==> src/design/wsf_pkg.sv <==
// Shared types and constants for the spectral Wiener filter pipeline.
// No dependencies; used by every module of the block.
package wsf_pkg;

  localparam int unsigned QuoBits = 48;   // quotient bits below the overflow point
  localparam int unsigned DivSteps = QuoBits;

  localparam logic [31:0] EpsReset = 32'd66;
  localparam logic [31:0] ScaleReset = 32'hFFFF_FFFF;

  localparam logic CFG_IDX_EPSILON = 1'b0;
  localparam logic CFG_IDX_SCALE = 1'b1;

  localparam logic [1:0] ST_OK = 2'd0;
  localparam logic [1:0] ST_SAT = 2'd1;
  localparam logic [1:0] ST_ZERO_DEN = 2'd2;

  typedef struct packed {
    logic                neg;
    logic                ovf;
    logic [63:0]         rem;
    logic [QuoBits-1:0]  low;
    logic [QuoBits-1:0]  quo;
  } lane_t;

  typedef struct packed {
    logic        valid;
    logic        zero;
    logic [63:0] den;
    lane_t       re;
    lane_t       im;
  } div_word_t;

endpackage

==> src/design/wsf_div_step.sv <==
// One restoring-division stage: one quotient bit for each lane.
// Depends on wsf_pkg.
module wsf_div_step (
  input  logic               clk,
  input  logic               rst_n,
  input  logic               en,
  input  wsf_pkg::div_word_t word_i,
  output wsf_pkg::div_word_t word_o
);

  wsf_pkg::div_word_t word_r, word_nxt;
  logic [64:0] re_sh, im_sh;
  logic        re_ge, im_ge;

  always_comb begin
    re_sh = {word_i.re.rem, word_i.re.low[wsf_pkg::QuoBits-1]};
    im_sh = {word_i.im.rem, word_i.im.low[wsf_pkg::QuoBits-1]};
    re_ge = re_sh >= {1'b0, word_i.den};
    im_ge = im_sh >= {1'b0, word_i.den};
    word_nxt        = word_i;
    word_nxt.re.rem = re_ge ? 64'(re_sh - {1'b0, word_i.den}) : re_sh[63:0];
    word_nxt.im.rem = im_ge ? 64'(im_sh - {1'b0, word_i.den}) : im_sh[63:0];
    word_nxt.re.low = {word_i.re.low[wsf_pkg::QuoBits-2:0], 1'b0};
    word_nxt.im.low = {word_i.im.low[wsf_pkg::QuoBits-2:0], 1'b0};
    word_nxt.re.quo = {word_i.re.quo[wsf_pkg::QuoBits-2:0], re_ge};
    word_nxt.im.quo = {word_i.im.quo[wsf_pkg::QuoBits-2:0], im_ge};
  end

  always_ff @(posedge clk) begin
    if (!rst_n) begin
      word_r.valid <= 1'b0;
    end else if (en) begin
      word_r <= word_nxt;
    end
  end

  assign word_o = word_r;

endmodule

==> config.mk <==
export PLATFORM = sky130hd
export DESIGN_NAME = wsf_div_step
export DESIGN_NICKNAME = d
export VERILOG_FILES = /design/src/design/wsf_pkg.sv /design/src/design/wsf_div_step.sv
export SDC_FILE = /design/constraint.sdc
export NUM_CORES = 1
export LEC_CHECK = 0
export BUFFER_PORTS_ARGS = -buffer_cell sky130_fd_sc_hd__buf_2
export CAP_MARGIN = 20
export CORE_AREA = 10 10 294 296
export CTS_CLUSTER_DIAMETER = 120
export DETAILED_ROUTE_END_ITERATION = 10
export DIE_AREA = 0 0 304 306
export HOLD_SLACK_MARGIN = 0.02
export PLACE_DENSITY = 0.6
export SLEW_MARGIN = 20
export SYNTH_ARGS = -nofsm -noshare
export SYNTH_HDL_FRONTEND = slang
export SYNTH_SLANG_ARGS = --single-unit
==> constraint.sdc <==
create_clock -name clk -period 25.2 [get_ports clk]
set_input_delay 2.52 -clock clk [delete_from_list [all_inputs] [get_ports clk]]
set_output_delay 2.52 -clock clk [all_outputs]
set_load 0.01 [all_outputs]
==> impl_metrics.yaml, run 1 <==
clocking:
  cts_root_buf: "clkbuf_16"
  htreeDepth: 2
  cts_setup_buffers: 0
  tritoncts: "yes"
  cts_hold_buf: 0
  cts_buffers: 47
  insertion_delay_ns: 0.56
  clk_path_buf_depth: 3
  clock-sinks: 388
  cts.clk_slew.worst_paths_ns: 0.06
  cts-resized-gates: 0
timing:
  finalCriticalPeriod_ns: 6.71
  maxSlewHeadroom: 0.175
  period_share: 0.266
  fin_tns_setup_ns: 0
  hold_viol_final: 0
  max_freq_mhz: 149
  skew_ns: 0
  tightest_slew_ns: 1.21
  rsz0062_at_grt: "no"
  setup_violations: 0
  slew_violations: 0
synth:
  synth-seq-cells: 388
  ys.flop_type: "edfxtp_1"
  syn_area_um2: 21600
  synth-edff-count: 387
  synthArstFlopShare: 0
  synth_warnings: 0
  synthDistinctLibCells: 97
  syn_inst: 1767
  syn_avg_cell_area_um2: 12.2
  yosysTopAreaCellShare: 0.538
  yosysTopAreaCell: "edfxtp_1"
  seq_area_frac_synth: 0.539
  ys_top_cells_by_area: "edfxtp_1 (54%), ha_1 (7.4%), mux2_4 (4.0%), a21oi_1 (3.5%), xnor2_1 (2.9%)"
final_layout:
  postLayoutCellArea_um2: 28100
  final_common_cell: "buf_2"
  largest_register_ff_count: 388
  nets: 3062
  regArea_um2: 11600
  syn_to_final_growth_pct: 29.9
  drive_gt1_frac: 0.392
  final_cell_mix: "buf_2 (778), edfxtp_1 (387), a21oi_1 (153)"
  nFillCells: 8114
  multi_input_area_um2: 9170
setup_path:
  critPathRequiredTime_ns: 25.51
  startpoint_type: "primary input"
  crit_slowest_cell: "a211oi_2"
  worstPathMaxFanout: 53
  cp_slowest_stage_delay_ns: 0.63
  path_class: "in2reg"
  path_delay_family: "compound AO/OA/AOI/OAI gates"
  path_cells: "buf_2, inv_1, ha_1, o211ai_1, a21o_1, a21oi_1, o21ai_1, a211oi_2, o21ai_1, a211oi_2, o21ai_2, and2_4, inv_4, mux2_2"
  critPathBufInv: 3
  worstSetupEndpointType: "flop"
  crit_arrival_ns: 7.02
job:
  max_cap_violations: 0
drt:
  ant_nets: 0
  drcViolationCount: 0
  drt_iter0_markers: 1361
  wl_um: 97300
  via_count: 17831
  routed.top_layer: "met5"
  wl_per_cell_um: 26.7
  vias_per_cell: 4.89
  wl_met2_um: 50600
  wl_met1_um: 35700
  drt_pass1_iterations: 5
  route.met3.wl_um: 7790
run_status:
  run_status: "complete, no violations"
power_and_ir_drop:
  finalPower_mw: 1.94
  worst_ir_drop_vdd_mv: 0.0438
  leakage_nw: 12.0
  powerDensity_nw_per_um2: 68.9
global_routing:
  grt_pass1_vias: 17359
  grt_use_total: 0.198
  grt_pass1_wl_um: 133000
  grt_overflow_total: 0
  grt_max_degree: 157
  antenna_found_initial: 39
placed_design:
  port_buffers: 778
  place_area_um2: 26500
  place_hpwl_um: 82100
  gp_congestion: 0.878
floorplanning:
  dieWidth_um: 304
  initial_core_util: 0.269
  die_area_um2: 93000
  ios: 783
  fp.coreArea_um2: 80300
  die_y_um: 306
  num_rows: 104
min_path:
  hp-class: "reg2reg"
worst paths after layout:
check	start	to	slack, ns	cells after the start
setup / recovery	word_i[326]	word_o[278]	18.49	14
hold / removal	word_o[389]	word_o[389]	0.53	2
setup reg to reg	word_o[389]	word_o[389]	24.60	2
hold reg to reg	word_o[389]	word_o[389]	0.53	2
synth_stat cells, types with 4 or more instances:
cell type  number
a2111oi_0       4
a211oi_1       10
a21boi_0        8
a21o_1         47
a21oi_1       153
a21oi_2         4
a31o_2          5
a31oi_1        16
and2_1         14
and3_1         13
and4_1          5
buf_12          6
buf_2          17
buf_6           7
clkbuf_1       32
edfxtp_1      387
ha_1          128
inv_1          94
mux2_1          7
mux2_2         45
mux2_4         58
mux2i_1         6
nand2_1       110
nand2b_1       16
nand3_1        33
nand4_1        40
nor2_1         82
nor2b_1        12
nor3_1         15
nor4_1         10
o2111ai_1       5
o211ai_1       10
o21a_1         25
o21ai_0        93
o21ai_1         8
o21bai_1       25
o31a_1          5
o31ai_1        10
or2_2           5
or3_1           7
xnor2_1        72
xor2_1         42
metal layers:
layer,vias up,global-route usage
met3,140,0.0590
li1,8260,-
met2,733,0.364
met1,8666,0.216
met5,-,0
met4,32,0.0564
through the flow:
stage,worst slack (ns),util,std cells,hold WS (ns)
2_1_floorplan,13.18,-,1768,0.538
3_3_place_gp,17.84,0.330,3550,0.514
3_5_place_dp,17.83,0.330,3550,0.511
4_1_cts,18.43,0.349,3634,0.531
5_1_grt,18.33,0.349,3638,0.552
6_report,18.49,0.350,3647,0.534
worst register-to-register path, cell delays in order, from the launching register on:
cell	delay, ns
dfxtp_1	0.30
mux2i_1	0.13
nor2b_1	0.06
logic make-up (layout without fill, tap and decap cells):
| group | Yosys count | after routing | share of synthesized area |
|---|---|---|---|
| AO/OA/AOI/OAI | 469 | 469 | 0.141 |
| XOR/XNOR | 114 | 114 | 0.0462 |
| adder cells (fa/ha/maj) | 130 | 130 | 0.0760 |
| buffers and inverters | 163 | 969 | 0.0374 |
| flip-flops | 388 | 388 | 0.539 |
| multiplexers | 116 | 116 | 0.0702 |
| other | 1 | 15 | 0.000174 |
| AND/OR/NAND/NOR | 386 | 386 | 0.0902 |
report_power, final:
group | leakage, nW | internal, mW | switching (mW)
combinational | 7.57 | 0.188 | 0.268
clock | 0.750 | 0.404 | 0.284
sequential | 3.64 | 0.779 | 0.0130
total | 12.0 | 1.37 | 0.565
final cells by class:
cell class,instances,share of cell area
inverters,96,0.0132
clock buffers,57,0.0443
diodes,13,0.00116
multi-input cells,1217,0.327
flip-flops and latches,388,0.415
well taps,1060,0.0472
clock inverters,27,0.0106
repair buffers,789,0.142
Power figures use the tool's default switching activity.
==> run 2: changes to the inputs <==
- PLACE_DENSITY: 0.6 -> 0.61
- clock period: 25.2 -> 5.8 ns (I/O delays scaled with it)
==> run 2 against run 1 <==
Compared with the run above: core utilization rose by 0.35 points; via count up 0.66%; global-route usage is 0.25 points higher; count of clock-buffer cells in the layout shrank 1; sequential share of layout area is 0.41 points lower; design area rose by 1.0%; clock power grew to 4.7 times the previous value; die area did not move; critical path depth grew 1.
==> impl_metrics.yaml, run 2 (synthesis results as in run 1) <==
global_routing:
  grt_overflow_total: 0
  antenna_found_initial: 45
  grt_pass1_wl_um: 136000
  met3_usage: 0.0566
  grt_max_degree: 123
  met1_usage: 0.218
  grt_use_total: 0.200
  top_usage_layer: "met2"
  grtUsageMet2: 0.372
  grt_pass1_vias: 17669
floorplanning:
  num_rows: 104
  initial_core_util: 0.269
  dieWidth_um: 304
  fp.coreArea_um2: 80300
  die_y_um: 306
  die_area_um2: 93000
  ios: 783
timing:
  max_freq_mhz: 234
  tightest_slew_ns: 0.961
  fin_tns_setup_ns: 0
  hold_viol_final: 0
  slew_violations: 0
  skew_ns: 0
  period_share: 0.738
  worst_hold_slack_ns: 0.160
  maxSlewHeadroom: 0.343
  rsz0062_at_grt: "no"
  finalCriticalPeriod_ns: 4.28
  setup_violations: 0
clocking:
  cts_buffers: 48
  cts-resized-gates: 0
  cts_hold_buf: 0
  cts.clk_slew.worst_paths_ns: 0.06
  clock-sinks: 388
  htreeDepth: 2
  insertion_delay_ns: 0.59
  tritoncts: "yes"
  cts_setup_buffers: 0
  clk_path_buf_depth: 3
  cts_root_buf: "clkbuf_16"
setup_path:
  critPathRequiredTime_ns: 6.13
  worstSetupEndpointType: "flop"
  crit_arrival_ns: 4.61
  startpoint_type: "primary input"
  path_class: "in2reg"
  worstPathMaxFanout: 24
final_layout:
  postLayoutCellArea_um2: 28400
  drive_gt1_frac: 0.395
  largest_register_ff_count: 388
  nFillCells: 8149
  stdcell_count: 3666
  final_common_cell: "buf_2"
  final_cell_mix: "buf_2 (778), edfxtp_1 (387), a21oi_1 (153)"
  nets: 3076
  syn_to_final_growth_pct: 31.2
drt:
  drt_iter0_markers: 1214
  vias_per_cell: 4.90
  ant_nets: 0
  via_count: 17948
  drt_pass1_iterations: 6
  wl_per_cell_um: 26.9
  drcViolationCount: 0
  wl_um: 98500
power_and_ir_drop:
  worst_ir_drop_vdd_mv: 0.201
  powerDensity_nw_per_um2: 305
  leakage_nw: 12.1
  finalPower_mw: 8.65
placed_design:
  placed_cells: 3563
  gp_congestion: 0.886
  port_buffers: 778
  place_area_um2: 26600
  place_hpwl_um: 83200
run_status:
  run_status: "complete, no violations"
job:
  max_cap_violations: 0
min_path:
  hp-class: "in2reg"
## run 2: cell count changes in the layout (fill, tap and decap cells not counted), sizes merged
cell	delta
clkinvlp	+1
inv	-1
diode	+1
buf	+13
clkbuf	-1
clkinv	+3
bufinv	+3
## run 2: through the flow
step | worst slack, ns | utilization
floorplan | 0.0239 | -
global placement | 0.690 | 0.332
detailed placement | 0.700 | 0.332
CTS | 1.32 | 0.353
global route | 1.25 | 0.353
finish | 1.52 | 0.353
## run 2: path summary, 6_finish.rpt
kind | startpoint | to | slack (ns) | cells after the start
min reg2reg | word_o[389] | word_o[389] | 0.53 | 2
max | word_i[269] | word_o[308] | 1.52 | 15
max reg2reg | word_o[389] | word_o[389] | 5.21 | 2
min | word_i[192] | word_o[193] | 0.16 | 1
## run 2: layout make-up
class | count | area (µm²) | area share
Inverter | 96 | 370 | 0.0131
Antenna cell | 14 | 35.0 | 0.00124
Multi-Input combinational cell | 1217 | 9170 | 0.323
Clock buffer | 56 | 1250 | 0.0442
Timing Repair Buffer | 802 | 4140 | 0.146
Tap cell | 1060 | 1330 | 0.0468
Sequential cell | 388 | 11600 | 0.411
Clock inverter | 33 | 419 | 0.0148
## run 2: layer usage
| layer | up-vias | wire length (µm) |
|---|---|---|
| met1 | 8698 | 35800 |
| met5 | - | 233 |
| met3 | 143 | 7760 |
| met4 | 36 | 2820 |
| met2 | 774 | 51900 |
| li1 | 8297 | - |
## run 2: worst max-delay path, cell delays in order
cell and delay, ns:
buf_2 0.14, ha_1 0.43, a21oi_1 0.34, o21ai_0 0.13
or2_1 0.25, o21ai_1 0.34, a211oi_2 0.22, o21ai_1 0.32
a211oi_2 0.11, buf_4 0.18, o21ai_2 0.43, and2_4 0.34
inv_4 0.16, buf_4 0.26, mux2_1 0.33
## run 2: where the power goes
part / internal [mW] / switching (mW)
Clock: 1.92 / 1.29
Combinational: 0.826 / 1.18
Sequential: 3.38 / 0.0581
Total: 6.13 / 2.53
==> run 3: changes to the inputs <==
- ABC_AREA: default -> 1
- CORE_AREA: 10 10 294 296 -> 10 10 296 298
- DIE_AREA: 0 0 304 306 -> 0 0 306 308
- PLACE_DENSITY: 0.61 -> 0.66
- clock period: 5.8 -> 3.7 ns (I/O delays scaled with it)
==> run 3 against run 2 <==
Compared with the run above: clock power increased by 43%; via count grew 48%; first-iteration DRC count increased by 76%; largest power group unchanged; core utilization is 7.6 points higher; critical path type unchanged; non-clock buffer count up 257; register-to-register slack got worse by 2.7 ns; worst setup slack lost 1.3 ns; largest cell class unchanged; worst hold slack worse by 0.078 ns; global-route usage is 7.5 points higher; total power rose by 59%; highest routed layer unchanged.
==> impl_metrics.yaml, run 3 <==
final_layout:
  drive_gt1_frac: 0.207
  final_common_cell: "nand2_1"
  syn_to_final_growth_pct: 36.5
  nets: 5049
  stdcell_count: 5648
  utilization: 0.429
  largest_register_ff_count: 388
  final_cell_mix: "nand2_1 (1380), buf_2 (778), inv_1 (695)"
synth:
  yosysTopAreaCellShare: 0.453
  ys_top_cells_by_count: "nand2_1 (1381), inv_1 (696), edfxtp_1 (387)"
  synthDistinctLibCells: 39
  seq_area_frac_synth: 0.453
  synth_warnings: 0
  syn_area_um2: 25700
  ys.flop_type: "edfxtp_1"
  yosysTopAreaCell: "edfxtp_1"
  ys_top_cells_by_area: "edfxtp_1 (45%), nand2_1 (20%), inv_1 (10%), ha_1 (6.2%), nand3_1 (5.6%)"
  syn_avg_cell_area_um2: 7.42
  synthArstFlopShare: 0
  synth-seq-cells: 388
  syn_inst: 3458
  yosysMostFrequentCell: "nand2_1"
  synth-edff-count: 387
drt:
  ant_nets: 0
  drcViolationCount: 0
  wl_per_cell_um: 23.9
  drt_pass1_iterations: 5
  wl_um: 135000
  drt_iter0_markers: 2137
  vias_per_cell: 4.71
  via_count: 26616
power_and_ir_drop:
  finalPower_mw: 13.8
  worst_ir_drop_vdd_mv: 0.363
  p_seq_frac: 0.393
  power.share.clock: 0.334
  swShare: 0.334
  powerDensity_nw_per_um2: 393
  p_switching_mw: 4.61
  p_comb_frac: 0.273
  p_int_mw: 9.18
  leakage_nw: 18.4
placed_design:
  place_hpwl_um: 115000
  placed_cells: 5290
  port_buffers: 778
  gp_congestion: 1.02
  pre_cts_ws_ns: 0.381
job:
  max_cap_violations: 0
clocking:
  insertion_delay_ns: 0.61
  htreeDepth: 2
  cts_setup_buffers: 0
  tritoncts: "yes"
  cts_root_buf: "clkbuf_16"
  clock-sinks: 388
  cts.clk_slew.worst_paths_ns: 0.06
  cts_buffers: 47
  clk_path_buf_depth: 3
setup_path:
  startpoint_type: "primary input"
  path_delay_family: "simple AND/OR/NAND/NOR gates"
  crit_arrival_ns: 3.81
  crit_slowest_cell: "dlygate4sd3_1"
  critPathRequiredTime_ns: 4.05
  worstPathMaxFanout: 42
  path_cells: "dlygate4sd3_1, buf_2, inv_1, ha_1, nand2_1, nor2_2, nand2_1, nor2_2, inv_1, nor2_2, nand3_1, nand3_1, nor2_4, nand2_4, buf_12, nand2_1, o21ai_0"
  worstSetupEndpointType: "flop"
  critPathBufInv: 5
  cp_slowest_stage_delay_ns: 0.68
  path_class: "in2reg"
global_routing:
  grt_max_degree: 162
  grt_overflow_total: 0
  grt_pass1_vias: 26254
  grt_use_total: 0.275
  antenna_found_initial: 33
  grt_pass1_wl_um: 187000
timing:
  maxSlewHeadroom: 0.318
  worst_hold_slack_ns: 0.0823
  tightest_slew_ns: 1.02
  slew_violations: 0
  rsz0062_at_grt: "no"
  period_share: 0.936
  skew_ns: 0
  postLayoutSetupSlackWorst_ns: 0.237
  hold_viol_final: 0
  finalCriticalPeriod_ns: 3.46
  max_freq_mhz: 289
  setup_violations: 0
floorplanning:
  die_area_um2: 94200
  initial_core_util: 0.315
  num_rows: 105
  dieWidth_um: 306
  ios: 783
  die_y_um: 308
  fp.coreArea_um2: 81600
run_status:
  run_status: "complete, no violations"
min_path:
  hp-class: "in2reg"
## run 3: power by group through the flow
| stage | clock network (mW) | logic, mW | registers (mW) |
|---|---|---|---|
| final | 4.60 | 3.77 | 5.41 |
| after global routing | 4.86 | 4.11 | 5.44 |
| after CTS | 4.70 | 3.77 | 5.41 |
| after detailed placement | 0 | 3.51 | 5.50 |
| after global placement | 0 | 3.49 | 5.50 |
| after floorplan | 0 | 1.76 | 5.70 |
## run 3: final timing paths
| path | from | end | slack, ns | depth (start not counted) |
|---|---|---|---|---|
| worst max-delay path | word_i[354] | word_o[97] | 0.24 | 17 |
| worst min-delay path | word_i[108] | word_o[109] | 0.08 | 3 |
| worst max register to register | word_o[389] | word_o[389] | 2.52 | 3 |
| worst min register to register | word_o[389] | word_o[389] | 1.10 | 3 |
## run 3: per-stage QoR
step | TNS [ns] | cell area (µm²)
floorplan | -1125.42 | 25700
global placement | 0 | 30900
detailed placement | 0 | 30900
CTS | 0 | 35000
global route | 0 | 35000
finish | 0 | 35000
## run 3: layout make-up
class | count | area, µm²
clock inverters | 32 | 295
flip-flops and latches | 388 | 11600
multi-input cells | 2304 | 11100
fillers | 8328 | 46600
clock buffers | 51 | 1210
repair buffers | 1059 | 6710
diodes | 18 | 45.0
well taps | 1070 | 1340
inverters | 726 | 2730
## run 3: logic make-up after synthesis
group,count (synthesis),synth area share
DFF,388,0.453
and+or+nand+nor,1995,0.322
other,1,0.000146
xor gates and xnor gates,62,0.0212
AOI/OAI and AO/OA,115,0.0231
buffers and inverters,767,0.116
adders and majority gates,130,0.0639
## run 3: timing repair
action,4_1_cts,5_1_grt
hold buffers,257,0
resized for setup,0,0
hold endpoints to repair,256,0
## run 3: routing by layer
layer,share of wire,vias to the layer above,global-route usage
met3,0.064,224,0.0523
li1,-,12936,-
met2,0.51,986,0.510
met4,0.054,22,0.130
met5,0.0010,-,0
met1,0.37,12448,0.298
## run 3: tightest hold or removal path, stage by stage
cell and delay, ns:
buf_2 0.09, nand3_1 0.07, nand2_1 0.06
